**config.mk**
```make
export PLATFORM = sky130hd
export DESIGN_NAME = ansi_sgr_utf8_byte_parser
export DESIGN_NICKNAME = d
export VERILOG_FILES = /design/src/hdl/asp_pkg.sv /design/src/hdl/asp_front.sv /design/src/hdl/asp_queue.sv /design/src/hdl/asp_back.sv /design/src/hdl/ansi_sgr_utf8_byte_parser.sv
export SDC_FILE = /design/constraint.sdc
export NUM_CORES = 1
export LEC_CHECK = 0
export BUFFER_PORTS_ARGS = -buffer_cell sky130_fd_sc_hd__buf_4
export CAP_MARGIN = 5
export CORE_ASPECT_RATIO = 1.4
export CORE_MARGIN = 1.5
export CORE_UTILIZATION = 66
export DETAILED_ROUTE_END_ITERATION = 12
export GPL_TIMING_DRIVEN = 1
export PLACE_DENSITY_LB_ADDON = 0.3
export SYNTH_ARGS = -nofsm -noshare
export SYNTH_HDL_FRONTEND = slang
export SYNTH_SLANG_ARGS = --single-unit
```
**constraint.sdc**
```tcl
create_clock -name clk -period 8 [get_ports clk]
set_clock_uncertainty 0.05 [all_clocks]
set_input_delay 1.6 -clock clk [delete_from_list [all_inputs] [get_ports clk]]
set_output_delay 1.6 -clock clk [all_outputs]
set_load 0.01 [all_outputs]
```
**src/hdl/asp_pkg.sv**
```systemverilog
// ----------------------------------------------------------------------------
// asp_pkg
// Shared types, constants and the SGR staging function for the ANSI SGR /
// UTF-8 byte parser.
// ----------------------------------------------------------------------------
package asp_pkg;

	localparam int PARAM_SLOTS = 8;
	localparam int PARAM_BITS  = 16;
	localparam int PIDX_W      = (PARAM_SLOTS > 1) ? $clog2(PARAM_SLOTS) : 1;

	localparam int CP_W        = 21;
	localparam int COLOR_W     = 5;
	localparam int QUEUE_DEPTH = 4;
	localparam int QPTR_W      = $clog2(QUEUE_DEPTH);

	localparam logic [COLOR_W-1:0] COLOR_DEFAULT = 5'd16;

	localparam logic [CP_W-1:0] CP_BAD  = 21'h00FFFD;
	localparam logic [CP_W-1:0] CP_MAX  = 21'h10FFFF;
	localparam logic [CP_W-1:0] SURR_LO = 21'h00D800;
	localparam logic [CP_W-1:0] SURR_HI = 21'h00DFFF;

	localparam logic [7:0] BYTE_ESC    = 8'h1B;
	localparam logic [7:0] BYTE_LBRACK = 8'h5B;
	localparam logic [7:0] BYTE_SEMI   = 8'h3B;
	localparam logic [7:0] BYTE_M      = 8'h6D;
	localparam logic [7:0] BYTE_ZERO   = 8'h30;
	localparam logic [7:0] BYTE_NINE   = 8'h39;

	typedef enum logic [2:0] {
		CLS_OTHER,
		CLS_DIGIT,
		CLS_SEMI,
		CLS_LBRACK,
		CLS_FINAL_M,
		CLS_ESC
	} asp_cls_t;

	// One classified word travelling from front to back
	typedef struct packed {
		logic [7:0] data;
		asp_cls_t   cls;
	} asp_word_t;

	typedef struct packed {
		logic [COLOR_W-1:0] fg;
		logic [COLOR_W-1:0] bg;
	} asp_color_t;

	function automatic asp_color_t sgr_stage(input logic [PARAM_BITS-1:0] code,
			input asp_color_t cur);
		asp_color_t res;
		res = cur;
		if (code == PARAM_BITS'(0)) begin
			res.fg = COLOR_DEFAULT;
			res.bg = COLOR_DEFAULT;
		end else if (code >= PARAM_BITS'(30) && code <= PARAM_BITS'(37)) begin
			res.fg = COLOR_W'(code - PARAM_BITS'(30));
		end else if (code >= PARAM_BITS'(40) && code <= PARAM_BITS'(47)) begin
			res.bg = COLOR_W'(code - PARAM_BITS'(40));
		end else if (code >= PARAM_BITS'(90) && code <= PARAM_BITS'(97)) begin
			res.fg = COLOR_W'(code - PARAM_BITS'(82));
		end else if (code >= PARAM_BITS'(100) && code <= PARAM_BITS'(107)) begin
			res.bg = COLOR_W'(code - PARAM_BITS'(92));
		end
		return res;
	endfunction

endpackage

```
**src/hdl/asp_front.sv**
```systemverilog
// ----------------------------------------------------------------------------
// asp_front
// Input stage: accepts one byte per cycle while in_stall is low, classifies it
// and hands the classified word to the queue.
// ----------------------------------------------------------------------------
module asp_front (
	input  logic              clk,
	input  logic              arst_n,
	input  logic              in_valid,
	output logic              in_stall,
	input  logic [7:0]        in_byte,
	input  logic              q_full,
	output logic              push_valid,
	output asp_pkg::asp_word_t push_word
);
	import asp_pkg::*;

	logic      valid_s1;
	asp_word_t word_s1;

	function automatic asp_cls_t classify(input logic [7:0] b);
		asp_cls_t c;
		c = CLS_OTHER;
		if (b >= BYTE_ZERO && b <= BYTE_NINE) begin
			c = CLS_DIGIT;
		end else if (b == BYTE_SEMI) begin
			c = CLS_SEMI;
		end else if (b == BYTE_LBRACK) begin
			c = CLS_LBRACK;
		end else if (b == BYTE_M) begin
			c = CLS_FINAL_M;
		end else if (b == BYTE_ESC) begin
			c = CLS_ESC;
		end
		return c;
	endfunction

	// hold the staged word while the queue is full
	assign in_stall   = valid_s1 && q_full;
	assign push_valid = valid_s1 && !q_full;
	assign push_word  = word_s1;

	always_ff @(posedge clk or negedge arst_n) begin
		if (!arst_n) begin
			valid_s1 <= 1'b0;
		end else if (!in_stall) begin
			valid_s1 <= in_valid;
		end
	end

	always_ff @(posedge clk) begin
		if (!in_stall && in_valid) begin
			word_s1.data <= in_byte;
			word_s1.cls  <= classify(in_byte);
		end
	end

endmodule

```
**src/hdl/asp_queue.sv**
```systemverilog
// ----------------------------------------------------------------------------
// asp_queue
// Short FIFO of classified words between the front and back stages.
// ----------------------------------------------------------------------------
module asp_queue (
	input  logic               clk,
	input  logic               arst_n,
	input  logic               push_valid,
	input  asp_pkg::asp_word_t push_word,
	output logic               full,
	input  logic               pop,
	output logic               head_valid,
	output asp_pkg::asp_word_t head_word
);
	import asp_pkg::*;

	asp_word_t          mem_q [QUEUE_DEPTH];
	logic [QPTR_W-1:0]  wr_ptr_q;
	logic [QPTR_W-1:0]  rd_ptr_q;
	logic [QPTR_W:0]    count_q;
	logic               do_pop;

	assign full       = (count_q == (QPTR_W+1)'(QUEUE_DEPTH));
	assign head_valid = (count_q != '0);
	assign head_word  = mem_q[rd_ptr_q];
	assign do_pop     = pop && head_valid;

	always_ff @(posedge clk or negedge arst_n) begin
		if (!arst_n) begin
			wr_ptr_q <= '0;
			rd_ptr_q <= '0;
			count_q  <= '0;
		end else begin
			if (push_valid) begin
				wr_ptr_q <= wr_ptr_q + QPTR_W'(1);
			end
			if (do_pop) begin
				rd_ptr_q <= rd_ptr_q + QPTR_W'(1);
			end
			count_q <= count_q + (QPTR_W+1)'(push_valid) - (QPTR_W+1)'(do_pop);
		end
	end

	always_ff @(posedge clk) begin
		if (push_valid) begin
			mem_q[wr_ptr_q] <= push_word;
		end
	end

	a_no_push_full: assert property (@(posedge clk) disable iff (!arst_n)
		push_valid |-> !full)
		else $error("queue written while full");

	a_count_range: assert property (@(posedge clk) disable iff (!arst_n)
		count_q <= (QPTR_W+1)'(QUEUE_DEPTH))
		else $error("queue count out of range");

	a_count_track: assert property (@(posedge clk) disable iff (!arst_n)
		(push_valid && !do_pop) |=> count_q == $past(count_q) + (QPTR_W+1)'(1))
		else $error("queue count lost a write");

endmodule

```
**src/hdl/asp_back.sv**
```systemverilog
// ----------------------------------------------------------------------------
// asp_back
// Execution stage: escape/CSI parser, SGR colour staging, UTF-8 decoder and
// the output register.
// ----------------------------------------------------------------------------
module asp_back (
	input  logic                        clk,
	input  logic                        arst_n,
	input  logic                        head_valid,
	input  asp_pkg::asp_word_t          head_word,
	output logic                        pop,
	output logic                        out_valid,
	input  logic                        out_stall,
	output logic [asp_pkg::CP_W-1:0]    codepoint,
	output logic [asp_pkg::COLOR_W-1:0] glyph_fg,
	output logic [asp_pkg::COLOR_W-1:0] glyph_bg
);
	import asp_pkg::*;

	typedef enum logic [1:0] {
		MODE_NORMAL = 2'd0,
		MODE_ESC    = 2'd1,
		MODE_CSI    = 2'd2
	} mode_t;

	mode_t                  mode_q, mode_d;
	logic [PARAM_BITS-1:0]  param_q, param_d;
	logic [PIDX_W-1:0]      pidx_q, pidx_d;
	logic [CP_W-1:0]        accum_q, accum_d;
	logic [1:0]             rem_q, rem_d;
	asp_color_t             now_q, now_d;
	asp_color_t             pend_q, pend_d;

	logic                   out_valid_q;
	logic [CP_W-1:0]        cp_q;
	asp_color_t             color_q;

	logic                   out_free;
	logic [7:0]             b;
	logic [CP_W-1:0]        cp_d;
	logic [CP_W-1:0]        acc_shift;
	logic [PARAM_BITS+3:0]  prod;
	asp_color_t             staged;
	logic                   emit;

	assign out_free  = !out_valid_q || !out_stall;
	assign pop       = head_valid && out_free;
	assign b         = head_word.data;
	assign acc_shift = {accum_q[CP_W-7:0], b[5:0]};
	assign prod      = ({4'b0, param_q} << 3) + ({4'b0, param_q} << 1)
		+ (PARAM_BITS+4)'(b[3:0]);
	assign staged    = sgr_stage(param_q, pend_q);
	assign emit      = (cp_d != '0);

	always_comb begin
		mode_d  = mode_q;
		param_d = param_q;
		pidx_d  = pidx_q;
		accum_d = accum_q;
		rem_d   = rem_q;
		now_d   = now_q;
		pend_d  = pend_q;
		cp_d    = '0;
		unique case (mode_q)
			MODE_ESC: begin
				if (head_word.cls == CLS_LBRACK) begin
					mode_d  = MODE_CSI;
					param_d = '0;
					pidx_d  = '0;
					pend_d  = now_q;
				end else begin
					mode_d = MODE_NORMAL;
				end
			end
			MODE_CSI: begin
				unique case (head_word.cls)
					CLS_DIGIT: begin
						// saturate at the all-ones parameter value
						if (prod > {4'b0, {PARAM_BITS{1'b1}}}) begin
							param_d = '1;
						end else begin
							param_d = prod[PARAM_BITS-1:0];
						end
					end
					CLS_SEMI: begin
						// ignore when the last slot is open
						if (pidx_q < PIDX_W'(PARAM_SLOTS - 1)) begin
							pend_d  = staged;
							pidx_d  = pidx_q + PIDX_W'(1);
							param_d = '0;
						end
					end
					default: begin
						if (head_word.cls == CLS_FINAL_M) begin
							now_d  = staged;
							pend_d = staged;
						end else begin
							pend_d = now_q;
						end
						param_d = '0;
						pidx_d  = '0;
						mode_d  = MODE_NORMAL;
					end
				endcase
			end
			default: begin
				mode_d = MODE_NORMAL;
				if (head_word.cls == CLS_ESC) begin
					mode_d  = MODE_ESC;
					accum_d = '0;
					rem_d   = '0;
				end else if (rem_q == 2'd0) begin
					if (!b[7]) begin
						cp_d = CP_W'(b);
					end else if (b[7:5] == 3'b110) begin
						accum_d = CP_W'(b[4:0]);
						rem_d   = 2'd1;
					end else if (b[7:4] == 4'b1110) begin
						accum_d = CP_W'(b[3:0]);
						rem_d   = 2'd2;
					end else if (b[7:3] == 5'b11110) begin
						accum_d = CP_W'(b[2:0]);
						rem_d   = 2'd3;
					end else begin
						cp_d = CP_BAD;
					end
				end else if (b[7:6] != 2'b10) begin
					// drop the partial sequence and consume this word
					accum_d = '0;
					rem_d   = '0;
					cp_d    = CP_BAD;
				end else begin
					rem_d = rem_q - 2'd1;
					if (rem_q == 2'd1) begin
						accum_d = '0;
						if (acc_shift > CP_MAX
								|| (acc_shift >= SURR_LO && acc_shift <= SURR_HI)) begin
							cp_d = CP_BAD;
						end else begin
							cp_d = acc_shift;
						end
					end else begin
						accum_d = acc_shift;
					end
				end
			end
		endcase
	end

	always_ff @(posedge clk or negedge arst_n) begin
		if (!arst_n) begin
			mode_q      <= MODE_NORMAL;
			param_q     <= '0;
			pidx_q      <= '0;
			accum_q     <= '0;
			rem_q       <= '0;
			now_q       <= '{fg: COLOR_DEFAULT, bg: COLOR_DEFAULT};
			pend_q      <= '{fg: COLOR_DEFAULT, bg: COLOR_DEFAULT};
			out_valid_q <= 1'b0;
		end else begin
			if (pop) begin
				mode_q  <= mode_d;
				param_q <= param_d;
				pidx_q  <= pidx_d;
				accum_q <= accum_d;
				rem_q   <= rem_d;
				now_q   <= now_d;
				pend_q  <= pend_d;
			end
			if (out_free) begin
				out_valid_q <= pop && emit;
			end
		end
	end

	always_ff @(posedge clk) begin
		if (pop && emit) begin
			cp_q    <= cp_d;
			color_q <= now_q;
		end
	end

	assign out_valid = out_valid_q;
	assign codepoint = cp_q;
	assign glyph_fg  = color_q.fg;
	assign glyph_bg  = color_q.bg;

	a_no_pop_stalled: assert property (@(posedge clk) disable iff (!arst_n)
		(out_valid_q && out_stall) |-> !pop)
		else $error("word consumed while result held");

	a_utf8_idle: assert property (@(posedge clk) disable iff (!arst_n)
		(rem_q != 2'd0) |-> (mode_q == MODE_NORMAL))
		else $error("partial UTF-8 sequence outside normal mode");

	a_csi_clean: assert property (@(posedge clk) disable iff (!arst_n)
		(mode_q != MODE_CSI) |-> (pidx_q == '0 && param_q == '0 && pend_q == now_q))
		else $error("CSI state left over outside a sequence");

endmodule

```
**src/hdl/ansi_sgr_utf8_byte_parser.sv**
```systemverilog
// ----------------------------------------------------------------------------
// ansi_sgr_utf8_byte_parser
// Terminal byte parser: strips ANSI CSI sequences, applies SGR colours and
// decodes UTF-8 into codepoints tagged with foreground and background codes.
//
// Input channel: in_valid / in_stall / in_byte, one terminal byte per word.
// Output channel: out_valid / out_stall with codepoint, glyph_fg, glyph_bg.
// A byte yields zero or one output word; escape bytes, partial UTF-8
// sequences and NUL yield none.
// Throughput: one byte per cycle while in_stall is low. After the edge that
// accepts the byte, it is written to the queue, then to the output register.
// A 4-word queue between the classifier and the parser lets the input keep
// flowing while the output is stalled; when the queue fills, in_stall rises
// and holds until the output drains.
// Reset: asynchronous, active low; the parser returns to normal mode, colours
// go to the theme default (16) and all queued and pending words are dropped.
// ----------------------------------------------------------------------------
module ansi_sgr_utf8_byte_parser (
	input  logic                        clk,
	input  logic                        arst_n,
	input  logic                        in_valid,
	output logic                        in_stall,
	input  logic [7:0]                  in_byte,
	output logic                        out_valid,
	input  logic                        out_stall,
	output logic [asp_pkg::CP_W-1:0]    codepoint,
	output logic [asp_pkg::COLOR_W-1:0] glyph_fg,
	output logic [asp_pkg::COLOR_W-1:0] glyph_bg
);
	import asp_pkg::*;

	logic      push_valid;
	asp_word_t push_word;
	logic      q_full;
	logic      pop;
	logic      head_valid;
	asp_word_t head_word;

	asp_front u_front (
		.clk        (clk),
		.arst_n     (arst_n),
		.in_valid   (in_valid),
		.in_stall   (in_stall),
		.in_byte    (in_byte),
		.q_full     (q_full),
		.push_valid (push_valid),
		.push_word  (push_word)
	);

	asp_queue u_queue (
		.clk        (clk),
		.arst_n     (arst_n),
		.push_valid (push_valid),
		.push_word  (push_word),
		.full       (q_full),
		.pop        (pop),
		.head_valid (head_valid),
		.head_word  (head_word)
	);

	asp_back u_back (
		.clk        (clk),
		.arst_n     (arst_n),
		.head_valid (head_valid),
		.head_word  (head_word),
		.pop        (pop),
		.out_valid  (out_valid),
		.out_stall  (out_stall),
		.codepoint  (codepoint),
		.glyph_fg   (glyph_fg),
		.glyph_bg   (glyph_bg)
	);

endmodule
```
==> results of run 1 <==
==> flip-flops by register name (all words and copies together) (netlist names), 10 cells and up <==
name               flops
u_back.accum_q        15
u_back.codepoint      21
u_back.now_q          10
u_back.param_q        16
u_back.pend_q         10
u_front.push_word     11
u_queue.mem_q         44
==> power breakdown <==
group          total, µW  leakage, µW  switching [µW]  internal, µW
clock                786     0.000275             324           462
sequential          1390      0.00170             228          1160
combinational       1850      0.00181            1100           751
total               4020      0.00378            1650          2370
==> Yosys cell counts (all sizes together), types with 8 or more instances <==
cell / number
mux2i: 10
nand4: 8
o21a: 9
nand3: 14
mux2: 9
nor2b: 8
xnor2: 17
edfxtp: 86
ha: 51
nand2: 76
o221a: 16
mux4: 11
a21oi: 30
buf: 8
and3: 9
nor2: 37
a21o: 10
clkbuf: 18
o31ai: 9
o21ai: 42
inv: 33
dfrtp: 63
==> kinds of logic after synthesis <==
family                     synth area share (%)
AOI/OAI and AO/OA                          14.0
xor gates and xnor gates                   2.19
adders and majority gates                  8.75
buffers and inverters                      2.98
DFF                                        53.4
muxes                                      5.63
and+or+nand+nor                            13.0
==> routing by layer <==
layer / vias to the layer above / routed length, µm / global-route usage (%)
met5: - / 0 / 0
met4: 0 / 869 / 17.8
met3: 72 / 781 / 5.19
met2: 227 / 9910 / 53.5
met1: 2865 / 6810 / 35.6
li1: 2625 / - / -
==> final timing paths <==
| path | from | to | slack, ps |
|---|---|---|---|
| max in group asynchronous | arst_n | u_back.accum_q[11] | 6070 |
| hold reg to reg | u_back.now_q[5] | u_back.glyph_fg[0] | 430 |
| min in group asynchronous | arst_n | u_back.param_q[15] | 1240 |
| hold / removal | u_back.now_q[5] | u_back.glyph_fg[0] | 430 |
| setup / recovery | u_queue.rd_ptr_q[0] | u_back.param_q[1] | 3400 |
| setup reg to reg | u_queue.rd_ptr_q[0] | u_back.param_q[1] | 3400 |
==> through the flow <==
stage | hold slack (ps) | instances | power [µW] | util [%] | area [µm²]
global route | 439 | 878 | 4250 | 76.1 | 8990
CTS | 419 | 878 | 4010 | 76.1 | 8990
floorplan | 392 | 678 | 2630 | - | 7980
global placement | 402 | 846 | 3090 | 71.2 | 8420
detailed placement | 406 | 846 | 3190 | 71.2 | 8420
finish | 427 | 878 | 4020 | 76.1 | 8990
==> layout make-up <==
class / instances / area share (%)
flip-flops and latches: 153 / 47.4
multi-input cells: 466 / 38.9
clock buffers: 19 / 4.81
repair buffers: 47 / 3.92
well taps: 147 / 2.04
clock inverters: 13 / 1.59
inverters: 33 / 1.38
==> critical path, delay by kind of cell (launching register included) <==
| kind | cells | cell delay, ps |
|---|---|---|
| adder cells (fa/ha/maj) | 2 | 990 |
| multiplexers | 1 | 670 |
| AND/OR/NAND/NOR | 2 | 490 |
| AO/OA/AOI/OAI | 5 | 1410 |
| flip-flops | 1 | 850 |
==> impl_metrics.yaml, run 1 <==
run_status:
  status: "completed"
hold_path:
  hold_depth: 0
  hold_path.class: "flip-flop to flip-flop"
floorplan:
  fp.dieArea_um2: 12800
  boundaryPins: 45
  start_util_pct: 67.5
  row_count: 47
  fp.dieW_um: 95.9
  fp.dieH_um: 133
  coreArea_um2: 11800
clocking:
  cts_made_buffers: 17
  cts-resized-gates: 0
  tritoncts: "yes"
  path_clk_slew_ps: 60
  cts-root-buf: "clkbuf_16"
  post_cts_buffers: 0
  htreeDepth: 4
  clockBufferDepth: 2
  clock_sinks: 153
  clk_latency_ps: 420
  cts_hold_buffers: 0
global_route:
  globalRoute.totalOverflow: 0
  grt.total_usage_pct: 31.0
  antenna_found_initial: 0
  grt_max_degree: 68
  grt_pass1_vias: 5940
  grt_pass1_wl_mm: 29.7
timing:
  worst_pin_slew_ps: 1220
  setup-tns-final_ps: 0
  fin_crit_sh_pct: 57.5
  maxSlewViolCount: 0
  fmax_mhz: 217
  slew_headroom_pct: 18.7
  fin_ws_ps: 3400
  rsz0062_at_grt: "false"
  report.final.setup_viol: 0
  hold_viol_final: 0
  min_period_ps: 4600
route:
  postRouteAntennaNets: 0
  drc: 0
  route.final.wire_length_mm: 18.4
  drt-initial-drc-count: 341
  vias: 5789
  vias_per_cell: 6.59
  post_drt_wl_per_cell_um: 20.9
  dr.pass1.iters: 6
layout:
  antennaDiodeCount: 0
  final_cell_mix: "edfxtp_1, nand2_1, dfrtp_1"
  final_common_cell: "edfxtp_1"
  drive_gt1_share_pct: 16.3
  syn_to_final_growth_pct: 12.7
  finalNetCount: 784
  multi_input_area_um2: 3490
  seqCellArea_um2: 4260
  fill_cells: 717
critical_path:
  endpoint_kind: "flip-flop"
  cp-start-kind: "flip-flop"
  critPathRequiredTime_ps: 8250
  crit_type: "flip-flop to flip-flop"
  path_max_fanout: 16
  cpPeakStageDelay_ps: 850
  worstPathCellList: "mux4_2 -> fa_1 -> fa_1 -> a21o_1 -> a221o_1 -> a31oi_1 -> o21ai_0 -> nand3b_1 -> nand4_2 -> o221a_2"
  rr_worst_depth: 10
  slowest_stage: "dfrtp_1"
  crit_top_cell: "fa_1"
  arrival_ps: 4860
flow_run:
  cap_violations: 0
synthesis:
  ys_ff_latch: 153
  netlist_instances: 678
  seq_area_frac_synth_pct: 53.4
  syn-mean-instance-area_um2: 11.8
  synth_cell_types: 73
  synth_async_sr_flop_share_pct: 43.8
  synth_top_area_share_pct: 32.4
  yosysWarnings: 0
  syn-cell-area_um2: 7980
  syn-num-nets: 744
  synth_ff_type: "edfxtp_1"
  synth_top_area_cell: "edfxtp_1"
  synthTopCellsByArea: "edfxtp_1, dfrtp_1, ha_1"
  synth_edf_count: 86
power:
  peakVddDrop_mv: 0.290
  p_leak_uw: 0.00378
  power_density_nw_per_um2: 447
placed_design:
  gp_congestion: 0.998
  dp_slack_ps: 3450
  dp_hpwl_mm: 12.3
  place.port_buffers: 44
(Power assumes the default switching activity.)
==> run 2: changes to the inputs <==
- CORE_UTILIZATION: 66 -> 55
- clock period: 8 -> 3.7 ns (I/O delays scaled with it)
==> run 2 against run 1 <==
Effect of this change: the flow now finishes with violations (negative setup slack); maximum frequency rose by 24%; clock-buffer cell count fell by 1; cell area rose by 5.4%; sequential power rose by 110%; global-route usage fell by 7.2 points; combinational power rose by 150%; core utilization fell by 8.6 points; setup slack got worse by 3400 ps; die area rose by 19%; sequential share of layout area fell by 2.4 points; critical path depth did not move; largest power group unchanged.
==> impl_metrics.yaml, run 2 (same netlist as run 1, synthesis figures left out) <==
route:
  vias_per_cell: 6.03
  route.final.wire_length_mm: 17.6
  vias: 5686
  post_drt_wl_per_cell_um: 18.7
  drt-initial-drc-count: 313
  postRouteAntennaNets: 0
  drc: 0
  dr.pass1.iters: 6
power:
  p_leak_uw: 0.00396
  peakVddDrop_mv: 0.754
  power_density_nw_per_um2: 986
layout:
  syn_to_final_growth_pct: 18.7
  drive_gt1_share_pct: 21.1
  regMostFlops: "u_queue.mem_q"
  final_util_pct: 67.5
  final_cell_mix: "edfxtp_1, nand2_1, buf_4"
  antennaDiodeCount: 0
  final_common_cell: "edfxtp_1"
  largest_reg_flops: 44
  finalNetCount: 811
critical_path:
  rr_endpoint: "u_back.param_q[6]"
  path_max_fanout: 8
  arrival_ps: 3960
  endpoint: "u_back.param_q[6]"
  cp-start-kind: "flip-flop"
  worstReg2RegStart: "u_queue.rd_ptr_q[0]"
  r2r_setup_slack_ps: -10
  critPathRequiredTime_ps: 3950
  crit_type: "flip-flop to flip-flop"
  endpoint_kind: "flip-flop"
  startpoint: "u_queue.rd_ptr_q[0]"
  rr_worst_depth: 10
timing:
  maxSlewViolCount: 0
  report.final.setup_viol: 2
  hold_viol_final: 0
  hold_ws_ps: 374
  rsz0062_at_grt: "true"
  min_period_ps: 3710
  slew_headroom_pct: 33.1
  worst_pin_slew_ps: 1000
  fin_ws_ps: -14.0
  fin_crit_sh_pct: 100
  fmax_mhz: 269
clocking:
  clockBufferDepth: 2
  cts-root-buf: "clkbuf_16"
  clk_latency_ps: 420
  cts_made_buffers: 17
  path_clk_slew_ps: 60
  clock_sinks: 153
  cts_hold_buffers: 0
  tritoncts: "yes"
  htreeDepth: 4
floorplan:
  row_count: 51
  coreArea_um2: 14000
  fp.dieH_um: 146
  start_util_pct: 56.9
  boundaryPins: 45
  fp.dieArea_um2: 15300
  fp.dieW_um: 105
global_route:
  globalRoute.totalOverflow: 0
  grt_max_degree: 68
  grt.total_usage_pct: 23.9
  antenna_found_initial: 0
  grt_pass1_vias: 5823
  grt_pass1_wl_mm: 28.6
placed_design:
  dp_hpwl_mm: 12.2
  place.port_buffers: 44
  gp_congestion: 0.989
run_status:
  status: "complete, but fails checks"
  violations: "negative setup slack"
flow_run:
  cap_violations: 0
hold_path:
  hold_path.class: "primary input to asynchronous set/reset pin"
-- run 2: power by group --
group / switching, µW / internal (µW)
logic: 2610 / 1950
clock network: 699 / 1200
registers: 379 / 2510
total: 3690 / 5660
-- run 2: critical path: stages (launching register included) --
cell      delay [ps]
dfrtp_2          430
mux4_2           550
fa_1             510
fa_2             410
a21o_1           180
a221o_1          380
a31oi_4          250
o21ai_2           70
nand3b_1         240
nand4_4          240
o221a_1          280
-- run 2: per-stage QoR --
| stage | cell area [µm²] | setup TNS [ps] | cells | power, µW | setup WS, ps |
|---|---|---|---|---|---|
| 2_1_floorplan | 8020 | 0 | 678 | 5720 | 9.91 |
| 3_3_place_gp | 8620 | 0 | 901 | 6940 | 33.3 |
| 3_5_place_dp | 8620 | -1190 | 901 | 7100 | -93.6 |
| 4_1_cts | 9320 | 0 | 935 | 9090 | 5.87 |
| 5_1_grt | 9480 | -1160 | 943 | 9920 | -109 |
| 6_report | 9480 | -15.4 | 943 | 9350 | -14.0 |
-- run 2: how the worst min path moves through the flow --
stage / from / to / cells past startpoint
5_1_grt: u_back.now_q[8] / u_back.glyph_fg[3] / 0
3_3_place_gp: u_back.now_q[1] / u_back.glyph_bg[1] / 0
4_1_cts: arst_n / u_back.param_q[14] / 1
6_report: arst_n / u_back.param_q[14] / 1
3_5_place_dp: u_back.now_q[3] / u_back.glyph_bg[3] / 0
2_1_floorplan: arst_n / u_back.accum_q[0] / 0
-- run 2: timing repair --
item                       CTS  global route
hold endpoints to repair     0             0
gates resized for setup      6            16
buffers inserted             1             8
setup endpoints to repair   16            16
pin swaps                    2            23
gates cloned                 1             0
-- run 2: per-layer routing --
layer | wire [µm] | share of wire, % | global-route usage [%] | vias to the layer above
li1 | - | - | - | 2680
met1 | 6900 | 39 | 27.9 | 2772
met2 | 9460 | 54 | 42.2 | 193
met3 | 810 | 4.6 | 4.48 | 41
met4 | 432 | 2.5 | 11.0 | 0
met5 | 0 | 0 | 0 | -
-- run 2: layout make-up --
cell class / count / area [µm²]
clock buffer: 18 / 429
clock inverter: 14 / 219
fill: 1025 / 4560
inverter: 33 / 124
multi-input combinational: 467 / 3650
sequential: 153 / 4270
tap: 185 / 231
timing repair buffer: 73 / 561
